$ cat src/rtl/mst_pkg.sv
// ----------------------------------------------------------------------------
// mst_pkg - shared types and constants for the repeat timer table
// Slot count, counter width, payload field types and the structs that travel
// between neighboring timer cells.
// ----------------------------------------------------------------------------
`default_nettype none

package mst_pkg;

    localparam int SLOTS      = 4;
    localparam int COUNT_BITS = 8;
    localparam int MASK_W     = 4;
    localparam int SLOT_W     = 2;
    localparam int FIELD_W    = 8;

    typedef enum logic
    {
        CMD_TICK = 1'b0,
        CMD_LOAD = 1'b1
    } cmd_t;

    typedef logic [SLOT_W-1:0]     slot_idx_t;
    typedef logic [FIELD_W-1:0]    field_t;
    typedef logic [COUNT_BITS-1:0] cnt_t;
    typedef logic [MASK_W-1:0]     mask_t;

    // Load select rippling down the row: each cell takes it when idx is zero.
    typedef struct packed
    {
        logic      valid;
        slot_idx_t idx;
    } sel_t;

    // Masks collected from the far end of the row toward cell 0.
    typedef struct packed
    {
        mask_t fired;
        mask_t active;
    } masks_t;

endpackage : mst_pkg

`default_nettype wire

$ cat src/rtl/mst_in_if.sv
// ----------------------------------------------------------------------------
// mst_in_if - request channel of the repeat timer table
// Valid/ready channel carrying tick and load requests.
// ----------------------------------------------------------------------------
`default_nettype none

interface mst_in_if;

    logic               valid;
    logic               ready;
    mst_pkg::cmd_t      cmd;
    mst_pkg::slot_idx_t slot;
    mst_pkg::field_t    period;
    mst_pkg::field_t    repeat_count;

    modport source (output valid, output cmd, output slot, output period,
                    output repeat_count, input ready);
    modport sink   (input valid, input cmd, input slot, input period,
                    input repeat_count, output ready);

endinterface : mst_in_if

`default_nettype wire

$ cat src/rtl/mst_out_if.sv
// ----------------------------------------------------------------------------
// mst_out_if - result channel of the repeat timer table
// Valid/ready channel carrying the fired and active slot masks.
// ----------------------------------------------------------------------------
`default_nettype none

interface mst_out_if;

    logic           valid;
    logic           ready;
    mst_pkg::mask_t fired_mask;
    mst_pkg::mask_t active_mask;

    modport source (output valid, output fired_mask, output active_mask,
                    input ready);
    modport sink   (input valid, input fired_mask, input active_mask,
                    output ready);

endinterface : mst_out_if

`default_nettype wire

$ cat src/rtl/multi_slot_repeat_timer.sv
// ----------------------------------------------------------------------------
// multi_slot_repeat_timer - table of repeating timer slots
// A row of slot cells advanced by tick requests and armed by load requests;
// every request returns the fired and active masks.
//
//   channel | dir | payload
//   --------+-----+-------------------------------------------
//   req     | in  | cmd, slot, period, repeat_count
//   rsp     | out | fired_mask, active_mask
//
// One request per cycle unless the response stalls; the response appears in
// the output register in the cycle after acceptance. The cycle time is set
// by the select and mask ripple through the row of SLOTS cells. Reset clears
// every slot and empties the output register. A stalled response holds and
// blocks a new request only while it is not taken in the same cycle.
// ----------------------------------------------------------------------------
`default_nettype none

module multi_slot_repeat_timer
(
    input  wire logic clk,
    input  wire logic rst_n,
    mst_in_if.sink    req,
    mst_out_if.source rsp
);

    import mst_pkg::*;

    logic   step;
    sel_t   sel_chain   [SLOTS+1];
    masks_t masks_chain [SLOTS+1];

    logic  out_valid_reg;
    mask_t out_fired_reg;
    mask_t out_active_reg;

    assign req.ready = !out_valid_reg || rsp.ready;
    assign step      = req.valid && req.ready;

    assign sel_chain[0].valid  = (req.cmd == CMD_LOAD);
    assign sel_chain[0].idx    = req.slot;
    assign masks_chain[SLOTS]  = '0;

    for (genvar i = 0; i < SLOTS; i++)
    begin : g_cell
        mst_cell u_cell
        (
            .clk          (clk),
            .rst_n        (rst_n),
            .step         (step),
            .cmd          (req.cmd),
            .period       (req.period),
            .repeat_count (req.repeat_count),
            .sel_in       (sel_chain[i]),
            .sel_out      (sel_chain[i+1]),
            .masks_in     (masks_chain[i+1]),
            .masks_out    (masks_chain[i])
        );
    end

    always_ff @(posedge clk or negedge rst_n)
    begin
        if (!rst_n)
        begin
            out_valid_reg <= 1'b0;
        end
        else if (req.ready)
        begin
            out_valid_reg <= req.valid;
        end
    end

    always_ff @(posedge clk)
    begin
        if (step)
        begin
            out_fired_reg  <= masks_chain[0].fired;
            out_active_reg <= masks_chain[0].active;
        end
    end

    assign rsp.valid       = out_valid_reg;
    assign rsp.fired_mask  = out_fired_reg;
    assign rsp.active_mask = out_active_reg;

endmodule : multi_slot_repeat_timer

`default_nettype wire

$ cat src/rtl/mst_cell.sv
// ----------------------------------------------------------------------------
// mst_cell - one timer slot
// Holds period, repeat count, elapsed count and the armed flag of one slot.
// Passes the load select on to the next cell and shifts its own fired and
// active bits into the masks coming back from the far end of the row.
// ----------------------------------------------------------------------------
`default_nettype none

module mst_cell
(
    input  wire logic            clk,
    input  wire logic            rst_n,
    input  wire logic            step,
    input  wire mst_pkg::cmd_t   cmd,
    input  wire mst_pkg::field_t period,
    input  wire mst_pkg::field_t repeat_count,
    input  wire mst_pkg::sel_t   sel_in,
    output mst_pkg::sel_t        sel_out,
    input  wire mst_pkg::masks_t masks_in,
    output mst_pkg::masks_t      masks_out
);

    import mst_pkg::*;

    cnt_t period_reg,  period_next;
    cnt_t remain_reg,  remain_next;
    cnt_t elapsed_reg, elapsed_next;
    logic active_reg,  active_next;

    logic hit;
    logic fire;
    cnt_t elapsed_inc;

    always_comb
    begin
        hit         = sel_in.valid && (sel_in.idx == '0);
        sel_out.valid = sel_in.valid && (sel_in.idx != '0);
        sel_out.idx   = sel_in.idx - SLOT_W'(1);

        // elapsed counter saturates at its top value
        elapsed_inc = (elapsed_reg != '1) ? elapsed_reg + COUNT_BITS'(1) : elapsed_reg;
        fire        = (cmd == CMD_TICK) && active_reg && (elapsed_inc >= period_reg);

        period_next  = period_reg;
        remain_next  = remain_reg;
        elapsed_next = elapsed_reg;
        active_next  = active_reg;

        if (cmd == CMD_LOAD)
        begin
            if (hit)
            begin
                period_next  = COUNT_BITS'(period);
                remain_next  = COUNT_BITS'(repeat_count);
                elapsed_next = '0;
                active_next  = 1'b1;
            end
        end
        else if (active_reg)
        begin
            elapsed_next = fire ? '0 : elapsed_inc;
            if (fire)
            begin
                if (remain_reg == COUNT_BITS'(1))
                begin
                    active_next = 1'b0;
                    remain_next = '0;
                end
                else if (remain_reg != '0)
                begin
                    remain_next = remain_reg - COUNT_BITS'(1);
                end
            end
        end

        masks_out.fired  = {masks_in.fired[MASK_W-2:0], fire};
        masks_out.active = {masks_in.active[MASK_W-2:0], active_next};
    end

    always_ff @(posedge clk or negedge rst_n)
    begin
        if (!rst_n)
        begin
            period_reg  <= '0;
            remain_reg  <= '0;
            elapsed_reg <= '0;
            active_reg  <= 1'b0;
        end
        else if (step)
        begin
            period_reg  <= period_next;
            remain_reg  <= remain_next;
            elapsed_reg <= elapsed_next;
            active_reg  <= active_next;
        end
    end

endmodule : mst_cell

`default_nettype wire

$ cat src/flat_wrapper.sv
// flat-port wrapper written by rule: the top's interface ports become plain ports
module multi_slot_repeat_timer_flat import mst_pkg::*;
  (clk, rst_n, req_valid, req_cmd, req_slot, req_period, req_repeat_count, req_ready, rsp_valid, rsp_fired_mask, rsp_active_mask, rsp_ready);
  mst_in_if req_i ();
  mst_out_if rsp_i ();
  input  wire logic clk;
  input  wire logic rst_n;
  input wire logic [$bits(req_i.valid)-1:0] req_valid;
  input wire logic [$bits(req_i.cmd)-1:0] req_cmd;
  input wire logic [$bits(req_i.slot)-1:0] req_slot;
  input wire logic [$bits(req_i.period)-1:0] req_period;
  input wire logic [$bits(req_i.repeat_count)-1:0] req_repeat_count;
  output wire logic [$bits(req_i.ready)-1:0] req_ready;
  output wire logic [$bits(rsp_i.valid)-1:0] rsp_valid;
  output wire logic [$bits(rsp_i.fired_mask)-1:0] rsp_fired_mask;
  output wire logic [$bits(rsp_i.active_mask)-1:0] rsp_active_mask;
  input wire logic [$bits(rsp_i.ready)-1:0] rsp_ready;
  assign req_i.valid = req_valid;
  assign req_i.cmd = req_cmd;
  assign req_i.slot = req_slot;
  assign req_i.period = req_period;
  assign req_i.repeat_count = req_repeat_count;
  assign req_ready = req_i.ready;
  assign rsp_valid = rsp_i.valid;
  assign rsp_fired_mask = rsp_i.fired_mask;
  assign rsp_active_mask = rsp_i.active_mask;
  assign rsp_i.ready = rsp_ready;
  multi_slot_repeat_timer u_core (.clk(clk), .rst_n(rst_n), .req(req_i), .rsp(rsp_i));
endmodule
$ cat config.mk
export PLATFORM = sky130hd
export DESIGN_NAME = multi_slot_repeat_timer_flat
export DESIGN_NICKNAME = d
export VERILOG_FILES = /design/src/rtl/mst_pkg.sv /design/src/rtl/mst_in_if.sv /design/src/rtl/mst_out_if.sv /design/src/rtl/multi_slot_repeat_timer.sv /design/src/rtl/mst_cell.sv /design/src/flat_wrapper.sv
export SDC_FILE = /design/constraint.sdc
export NUM_CORES = 1
export LEC_CHECK = 0
export BUFFER_PORTS_ARGS = -buffer_cell sky130_fd_sc_hd__clkbuf_2
export CAP_MARGIN = 20
export CORE_MARGIN = 2
export CORE_UTILIZATION = 65
export CTS_CLUSTER_DIAMETER = 60
export DETAILED_ROUTE_END_ITERATION = 8
export GPL_TIMING_DRIVEN = 0
export PLACE_DENSITY_LB_ADDON = 0.12
export SYNTH_ARGS = -nofsm -noshare
export SYNTH_HDL_FRONTEND = slang
export SYNTH_SLANG_ARGS = --single-unit
$ cat constraint.sdc
create_clock -name clk -period 10 [get_ports clk]
set_input_delay 0.5 -clock clk [delete_from_list [all_inputs] [get_ports clk]]
set_output_delay 0.5 -clock clk [all_outputs]
set_load 0.005 [all_outputs]
==> run_results.csv, run 1 <==
group,metric,value,unit
finish,antenna_cells,0,
clock_tree,cts_inserted_buffers,9,
pwr,p_per_area,203,mW/mm^2
clock_tree,clock_sinks,109,
synthesis,syn_area_per_cell,9.39,sq um
route,vias_per_cell,6.44,
synthesis,ys_seq_elements,109,
floorplanning,pin_count,33,
pwr,leakagePower,0.00329,uW
outcome,run_status,"finished, final reports clean",
floorplanning,die_area,0.0113,sq mm
sta,rsz0062_at_grt,"no",
global_routing,overflow,0,
sta,clock_skew,0.0198,ns
sta,worst_slack,6.24,ns
critical_path,crit_slowest_cell,"o31ai_1",
critical_path,max_stage_delay,0.47,ns
worst_hold_path,hp-class,"input port to async pin",
critical_path,start_kind,"flop",
floorplanning,dieWidth,106,um
critical_path,crit_type,"flop to flop",
synthesis,synth_nets,789,
clock_tree,htree_levels,3,
route,wl_met1,7.21,mm
floorplanning,coreArea,0.0102,sq mm
synthesis,synth_edf_count,8,
route,drc_errors,0,
clock_tree,cts_buffer_depth,2,
clock_tree,cts-hold-fix-buffers,0,
synthesis,yosysWarnings,0,
critical_path,path_cells,"ha_1 > nand2_1 > o31ai_1 > nor3_1 > or2_2 > ha_1 > a21oi_1 > o21ai_0 > a22o_1 > o21a_1 > buf_2 > mux2_2",
finish,fill_cells,787,
global_routing,grt_pass1_vias,5532,
route,wl_met2,8.16,mm
synthesis,async_reset_ff_frac,0.927,
floorplanning,start_util,0.663,
placement,gp_congestion,0.955,
route,postRouteAntennaNets,0,
clock_tree,ctsResizeCount,0,
global_routing,antenna_found_initial,0,
route,route.met3.wl,1.06,mm
global_routing,grt_first_pass_wirelength,27.6,mm
route,routed_wl,16.9,mm
synthesis,synthCells,722,
clock_tree,post-cts-setup-buffers,0,
global_routing,grt_max_degree,67,
route,wl_per_cell,18.7,um
sta,slew_violations,0,
route,firstDrtPassIters,7,
placement,hpwl,12.6,mm
synthesis,synth-seq-area-share,0.408,
clock_tree,cts.reportedPaths.clkPinSlew,0.12,ns
route,top_layer,"met4",
sta,setup_viol,0,
pwr,vdd_ir_drop_max,150,uV
sta,fin_setup_tns,0,ns
clock_tree,clockRootBuffer,"clkbuf_8",
critical_path,worst-path-max-fanout,8,
critical_path,cp.arrival,4.05,ns
placement,dp_slack,6.33,ns
floorplanning,rows,37,
synthesis,syn_area,0.00678,sq mm
sta,hold_viol_final,0,
sta,period_needed,3.76,ns
global_routing,grtUsageTotal,0.316,
placement,numPortBuffers,32,
finish,drive_above_1_share,0.148,
finish,utilization,0.717,
sta,maxSlewHeadroom,0.521,
flow_run,drv_cap,0,
route,vias,5837,
critical_path,critical_path.endpoint_type,"flop",
floorplanning,die_y,106,um
finish,area_growth,8.19,%
sta,fmax,0.266,GHz
synthesis,ys.flop_type,"dfrtp_1",
sta,period_share,0.376,
clock_tree,tritoncts,"done",
clock_tree,insertion_delay,0.41,ns
finish,nets,833,
sta,tightestPinTransition,0.718,ns
critical_path,required,10.29,ns
synthesis,ys_types,74,
critical_path,cpMostUsedCell,"ha_1",
pwr,power,1490,uW
route,drtIter0Drc,517,
-- cells in the mapped netlist, types with 6 or more instances --
cell type | n | area (sq um)
and2_1 | 6 | 37.5
nand2b_1 | 7 | 43.8
nand4_1 | 6 | 37.5
inv_1 | 53 | 199
and3_1 | 8 | 50.1
a31oi_1 | 9 | 56.3
a22o_1 | 14 | 123
o21a_1 | 9 | 67.6
ha_1 | 44 | 551
dfrtp_1 | 101 | 2530
o21ai_0 | 70 | 350
o31a_1 | 6 | 52.6
nand2_1 | 73 | 274
nor3_1 | 11 | 55.1
clkbuf_1 | 11 | 41.3
mux2_2 | 37 | 417
nor2_1 | 44 | 165
a21oi_1 | 32 | 160
o31ai_1 | 9 | 67.6
a32o_1 | 6 | 60.1
nor2b_1 | 6 | 37.5
xnor2_1 | 11 | 96.3
nand3_1 | 39 | 195
edfxtp_1 | 8 | 240
-- power breakdown --
group / internal, uW / total, uW / switching (uW)
Clock: 96.9 / 269 / 172
Combinational: 243 / 554 / 310
Sequential: 559 / 665 / 106
Total: 899 / 1490 / 589
-- worst max-delay path, delay by kind of cell, from the launching register on --
| kind | cells | cell delay, ns |
|---|---|---|
| AOI/OAI and AO/OA | 5 | 1.53 |
| adders and majority gates | 2 | 0.61 |
| buffers and inverters | 1 | 0.19 |
| DFF | 1 | 0.46 |
| muxes | 1 | 0.35 |
| and+or+nand+nor | 3 | 0.51 |
-- cells by family (layout without fill, tap and decap cells) --
family / Yosys count / count (layout) / share of synthesized area
compound gates: 215 / 215 / 0.222
buf+inv: 74 / 123 / 0.0428
simple gates: 227 / 227 / 0.163
mux: 41 / 41 / 0.0674
xor+xnor: 12 / 12 / 0.0155
fa+ha+maj: 44 / 44 / 0.0812
flops: 109 / 109 / 0.408
-- placed cells by master, fill, tap and decap left out, drive strengths merged, types with 4 or more instances in the layout --
cell,instances
mux2i,4
nand2b,7
a21oi,34
nand3,39
o21a,9
o21ai,71
o31ai,10
a41o,4
a32o,6
nor2b,6
nor3,11
and3,8
mux2,37
a21o,5
o311ai,6
nand2,73
o211ai,4
ha,44
o31a,7
a31oi,9
a22o,15
edfxtp,8
nor2,46
nand4,6
inv,55
buf,11
clkbuf,52
and2,6
or3,6
dfrtp,101
xnor2,11
and4,4
-- stage by stage --
stage          instances  instance area [sq um]  hold slack, ns
6_report             907                   7330          0.0766
5_1_grt              907                   7330           0.115
4_1_cts              907                   7330          0.0799
3_5_place_dp         891                   7140           0.493
3_3_place_gp         890                   7110           0.482
2_1_floorplan        722                   6780           0.204
-- layout make-up --
type                    instances  area, sq um  area share
inverters                      53          199      0.0271
clock buffers                   9          124      0.0169
well taps                     136          170      0.0232
multi-input cells             539         3720       0.507
clock inverters                 7         71.3     0.00972
flip-flops and latches        109         2770       0.377
repair buffers                 33          190      0.0259
plain buffers                  21         91.3      0.0125
-- layer usage --
metal | track usage | vias to the layer above
met5 | 0 | -
met2 | 0.518 | 198
met3 | 0.0650 | 41
met1 | 0.409 | 2857
li1 | - | 2741
met4 | 0.134 | 0
-- final timing paths --
kind,start,depth (start not counted),to,slack (ns)
max in group asynchronous,rst_n,2,u_core.g_cell[3].u_cell.period_reg[0],9.21
setup / recovery,u_core.g_cell[0].u_cell.elapsed_reg[0],12,u_core.g_cell[0].u_cell.remain_reg[0],6.24
min in group clk,req_repeat_count[5],3,u_core.g_cell[2].u_cell.remain_reg[5],0.39
hold / removal,rst_n,1,u_core.g_cell[0].u_cell.elapsed_reg[4],0.08
hold reg to reg,u_core.g_cell[3].u_cell.period_reg[4],1,u_core.g_cell[3].u_cell.period_reg[4],0.51
setup reg to reg,u_core.g_cell[0].u_cell.elapsed_reg[0],12,u_core.g_cell[0].u_cell.remain_reg[0],6.24
Power figures use the tool's default switching activity.
==> run 2, diff against run 1 <==
- CORE_UTILIZATION: 65 -> 56
- clock period: 10 -> 3.1 ns (I/O delays scaled with it)
==> run_results.csv, run 2 (synthesis results as in run 1) <==
group,metric,value,unit
outcome,run_status,"finished, final reports clean",
finish,area_growth,17.6,%
finish,antenna_cells,0,
critical_path,critical_path.endpoint_type,"flop",
worst_hold_path,hp-class,"input port to flop",
critical_path,r2r_end,"u_core.g_cell[0].u_cell.remain_reg[1]",
clock_tree,clockRootBuffer,"clkbuf_16",
pwr,vdd_ir_drop_max,391,uV
critical_path,endpoint,"u_core.g_cell[0].u_cell.remain_reg[1]",
global_routing,grt_first_pass_wirelength,29.7,mm
critical_path,crit_type,"flop to flop",
global_routing,grtUsageTotal,0.294,
finish,nets,864,
route,drc_errors,0,
global_routing,antenna_found_initial,0,
finish,drive_above_1_share,0.224,
critical_path,rrSetupSlack,0.1,ns
sta,fmax,0.333,GHz
route,wl_per_cell,19.4,um
route,postRouteAntennaNets,0,
floorplanning,rows,40,
placement,dp_slack,-0.465,ns
critical_path,cp_num_cells,12,
placement,numPortBuffers,32,
global_routing,grt_pass1_vias,5861,
clock_tree,htree_levels,3,
critical_path,max_stage_delay,0.41,ns
critical_path,crit_family,"compound AO/OA/AOI/OAI gates",
pwr,p_per_area,689,mW/mm^2
route,vias_per_cell,6.28,
placement,gp_congestion,0.885,
sta,maxSlewHeadroom,0.507,
sta,tightestPinTransition,0.740,ns
floorplanning,dieWidth,114,um
clock_tree,cts_inserted_buffers,9,
sta,worst_slack,0.100,ns
sta,hold_viol_final,0,
sta,setup_viol,0,
global_routing,overflow,0,
critical_path,crit_slowest_cell,"dfrtp_1",
route,vias,5962,
critical_path,required,3.34,ns
route,routed_wl,18.5,mm
critical_path,rr_startpoint,"u_core.g_cell[0].u_cell.elapsed_reg[5]",
sta,period_share,0.968,
global_routing,busiest_layer,"met2",
sta,fin_setup_tns,0,ns
critical_path,worst-path-max-fanout,8,
sta,clock_skew,0.00951,ns
sta,period_needed,3.00,ns
pwr,leakagePower,0.00354,uW
critical_path,start_kind,"flop",
clock_tree,cts_buffer_depth,2,
route,firstDrtPassIters,5,
finish,utilization,0.670,
critical_path,crit_path_start,"u_core.g_cell[0].u_cell.elapsed_reg[5]",
global_routing,grt_max_degree,62,
critical_path,cp.arrival,3.24,ns
floorplanning,die_y,114,um
clock_tree,tritoncts,"done",
sta,rsz0062_at_grt,"yes",
global_routing,met2_usage,0.490,
clock_tree,cts.reportedPaths.clkPinSlew,0.08,ns
floorplanning,pin_count,33,
flow_run,drv_cap,0,
floorplanning,coreArea,0.0119,sq mm
placement,hpwl,12.8,mm
route,drtIter0Drc,451,
finish,layout_common_cells,"dfrtp_1, nand2_1, o21ai_0, inv_1, nor2_1",
critical_path,critPathBufInv,1,
global_routing,grtUsageMet1,0.383,
global_routing,grtUsageMet3,0.0383,
floorplanning,start_util,0.569,
floorplanning,die_area,0.0130,sq mm
critical_path,rr_worst_depth,12,
critical_path,path_cells,"nand4_1 > nor2_4 > nand3_4 > xnor2_2 > ha_1 > nand2b_1 > a211oi_2 > o21bai_4 > a22o_4 > o21a_1 > buf_2 > mux2_2",
finish,final_common_cell,"dfrtp_1",
sta,slew_violations,0,
clock_tree,clock_sinks,109,
finish,fill_cells,937,
clock_tree,insertion_delay,0.36,ns
## run 2: routing by layer
layer	routed length (um)	share of wire
met2	9110	0.49
met3	826	0.045
met4	549	0.030
met5	0	0
met1	7960	0.43
## run 2: report_power, final
part / total [uW] / switching [uW] / leakage [uW] / internal, uW
clock network: 1160 / 546 / 0.000144 / 619
registers: 2150 / 337 / 0.00132 / 1810
logic: 2180 / 1200 / 0.00207 / 986
## run 2: worst min path at each step
stage	endpoint	startpoint	cells after the start	slack [ns]
floorplan	u_core.g_cell[0].u_cell.active_reg	rst_n	0	-0.14
global placement	u_core.g_cell[2].u_cell.remain_reg[5]	req_repeat_count[5]	3	0.46
detailed placement	u_core.g_cell[0].u_cell.elapsed_reg[6]	rst_n	1	0.24
CTS	u_core.g_cell[2].u_cell.remain_reg[5]	req_repeat_count[5]	3	0.09
global route	u_core.g_cell[2].u_cell.remain_reg[5]	req_repeat_count[5]	3	0.11
finish	u_core.g_cell[2].u_cell.remain_reg[5]	req_repeat_count[5]	3	0.1
## run 2: final cells by class
| cell class | instances | area (sq um) | area share |
|---|---|---|---|
| Sequential cell | 109 | 2770 | 0.348 |
| Buffer | 20 | 91.3 | 0.0115 |
| Inverter | 53 | 199 | 0.0249 |
| Clock inverter | 4 | 30.0 | 0.00377 |
| Timing Repair Buffer | 65 | 434 | 0.0544 |
| Tap cell | 147 | 184 | 0.0231 |
| Multi-Input combinational cell | 539 | 4000 | 0.501 |
| Clock buffer | 12 | 268 | 0.0336 |
## run 2: per-stage QoR
step	total power (uW)	hold slack [ns]	instance area [sq um]	instances
floorplan	3430	-0.141	6790	722
global placement	3820	0.463	7140	901
detailed placement	3950	0.239	7170	902
CTS	5240	0.0943	7680	934
global route	5860	0.113	7980	949
finish	5490	0.0971	7980	949
## run 2: repair_timing
item / in CTS / in global routing
hold endpoints to repair: 40 / 0
cloned: 0 / 1
gates resized for setup: 25 / 43
buffers inserted: 15 / 15
hold buffers: 1 / 0
endpoints found under the setup margin: 69 / 64
pin swaps: 9 / 16
## run 2: worst reg2reg max path: cells and delay by family (launching register included)
family / cells / cell delay, ns
adder cells (fa/ha/maj): 1 / 0.26
XOR/XNOR: 1 / 0.18
buffers and inverters: 1 / 0.17
flip-flops: 1 / 0.41
AO/OA/AOI/OAI: 4 / 0.84
multiplexers: 1 / 0.29
AND/OR/NAND/NOR: 4 / 0.74
==> run 3, diff against run 2 <==
- CORE_UTILIZATION: 56 -> 25
- clock period: 3.1 -> 3.3 ns (I/O delays scaled with it)
==> run_results.csv, run 3 (synthesis results as in run 1) <==
group,metric,value,unit
outcome,run_status,"finished, final reports clean",
clock_tree,cts_buffer_depth,2,
floorplanning,start_util,0.253,
clock_tree,htree_levels,3,
floorplanning,die_y,169,um
placement,hpwl,15.0,mm
worst_hold_path,hp-class,"input port to flop",
finish,stdcell_area,0.00800,sq mm
finish,antenna_cells,0,
sta,hold_viol_final,0,
clock_tree,clock_sinks,109,
sta,period_needed,3.19,ns
critical_path,required,3.55,ns
finish,layout_common_cells,"dfrtp_1, nand2_1, o21ai_0, inv_1",
critical_path,start_kind,"flop",
route,vias_per_cell,5.02,
floorplanning,rows,60,
route,postRouteAntennaNets,0,
floorplanning,coreArea,0.0268,sq mm
sta,slew_violations,0,
critical_path,max_stage_delay,0.45,ns
sta,fin_hold_ws,0.138,ns
pwr,p_per_area,635,mW/mm^2
global_routing,grt_first_pass_wirelength,32.7,mm
finish,final_common_cell,"dfrtp_1",
pwr,vdd_ir_drop_max,215,uV
route,drtIter0Drc,358,
route,wl_per_cell,18.3,um
global_routing,overflow,0,
critical_path,crit_family,"compound AO/OA/AOI/OAI gates",
sta,tightestPinTransition,0.807,ns
global_routing,antenna_found_initial,0,
global_routing,grt_pass1_vias,5658,
clock_tree,cts_inserted_buffers,9,
route,drc_errors,0,
critical_path,cp.arrival,3.44,ns
critical_path,critical_path.endpoint_type,"flop",
pwr,power,5080,uW
floorplanning,pin_count,33,
global_routing,grt_max_degree,74,
finish,area_growth,18.0,%
clock_tree,clockRootBuffer,"clkbuf_16",
sta,maxSlewHeadroom,0.462,
finish,instances_no_fill,1128,
finish,nets,849,
placement,post_dp_cell_area,0.00740,sq mm
floorplanning,dieWidth,169,um
pwr,leakagePower,0.00345,uW
route,vias,5665,
clock_tree,tritoncts,"done",
clock_tree,cts.reportedPaths.clkPinSlew,0.08,ns
floorplanning,die_area,0.0284,sq mm
placement,gp_congestion,0.798,
placement,numPortBuffers,32,
sta,fmax,0.313,GHz
placement,placedCellCount,1096,
sta,period_share,0.967,
critical_path,worst-path-max-fanout,6,
route,routed_wl,20.6,mm
flow_run,drv_cap,0,
critical_path,crit_slowest_cell,"dfrtp_2",
sta,setup_viol,0,
global_routing,grtUsageTotal,0.149,
sta,clock_skew,0.0144,ns
critical_path,path_cells,"ha_1 > and2_1 > nand3_2 > mux2_2 > ha_1 > nor2b_1 > o211a_1 > o31a_1 > o21ai_4 > a21oi_4 > mux2_2",
finish,drive_above_1_share,0.196,
critical_path,crit_type,"flop to flop",
clock_tree,insertion_delay,0.37,ns
route,firstDrtPassIters,5,
critical_path,critPathBufInv,0,
==> run 3: changes by cell type in the layout (fill, tap and decap cells not counted), sizes merged <==
cell    before  now
inv         53   55
clkbuf      54   52
buf         42   26
clkinv       3    2
bufinv       0    2
==> run 3: per-stage QoR <==
step,setup slack [ns],utilization,setup TNS [ns]
after floorplan,0.0673,-,0
after global placement,-0.562,0.275,-12.99
after detailed placement,-0.557,0.276,-12.52
after CTS,0.00685,0.293,0
after global routing,-0.0139,0.299,-0.0312
final,0.109,0.299,0
==> run 3: final timing paths <==
path | from | to | slack [ns] | depth (start not counted)
min | req_repeat_count[5] | u_core.g_cell[2].u_cell.remain_reg[5] | 0.14 | 3
min in group asynchronous | rst_n | u_core.g_cell[0].u_cell.elapsed_reg[6] | 0.24 | 2
max reg2reg | u_core.g_cell[1].u_cell.elapsed_reg[0] | u_core.g_cell[1].u_cell.remain_reg[0] | 0.11 | 11
max in group asynchronous | rst_n | u_core.g_cell[3].u_cell.remain_reg[0] | 2.33 | 3
min reg2reg | u_core.g_cell[1].u_cell.remain_reg[6] | u_core.g_cell[1].u_cell.remain_reg[6] | 0.51 | 1
max | u_core.g_cell[1].u_cell.elapsed_reg[0] | u_core.g_cell[1].u_cell.remain_reg[0] | 0.11 | 11
==> run 3: layout make-up <==
cell class | instances | area [sq um]
well taps | 341 | 427
repair buffers | 49 | 323
fillers | 2796 | 18800
inverters | 53 | 199
plain buffers | 21 | 92.6
multi-input cells | 539 | 3850
clock buffers | 9 | 225
clock inverters | 7 | 108
flip-flops and latches | 109 | 2770
==> run 3: repair_timing <==
action,in CTS,in global routing
pin swaps,5,7
endpoints found under the hold margin,28,0
hold buffers,1,0
setup buffers,6,9
resized for setup,21,20
endpoints found under the setup margin,64,50
==> run 3: worst register-to-register path: cells and delay by family, from the launching register on <==
family / cells / cell delay, ns
flops: 1 / 0.45
compound gates: 4 / 0.88
simple gates: 3 / 0.52
fa+ha+maj: 2 / 0.53
mux: 2 / 0.70
==> run 3: per-layer routing <==
metal,GRT usage,share of wire
met3,0.0229,0.024
met1,0.194,0.47
met2,0.257,0.49
met4,0.0394,0.015
met5,0,0
==> run 3: report_power, final <==
part | switching [uW] | total, uW | internal, uW
logic | 994 | 1800 | 801
registers | 327 | 2030 | 1700
clock network | 578 | 1260 | 681
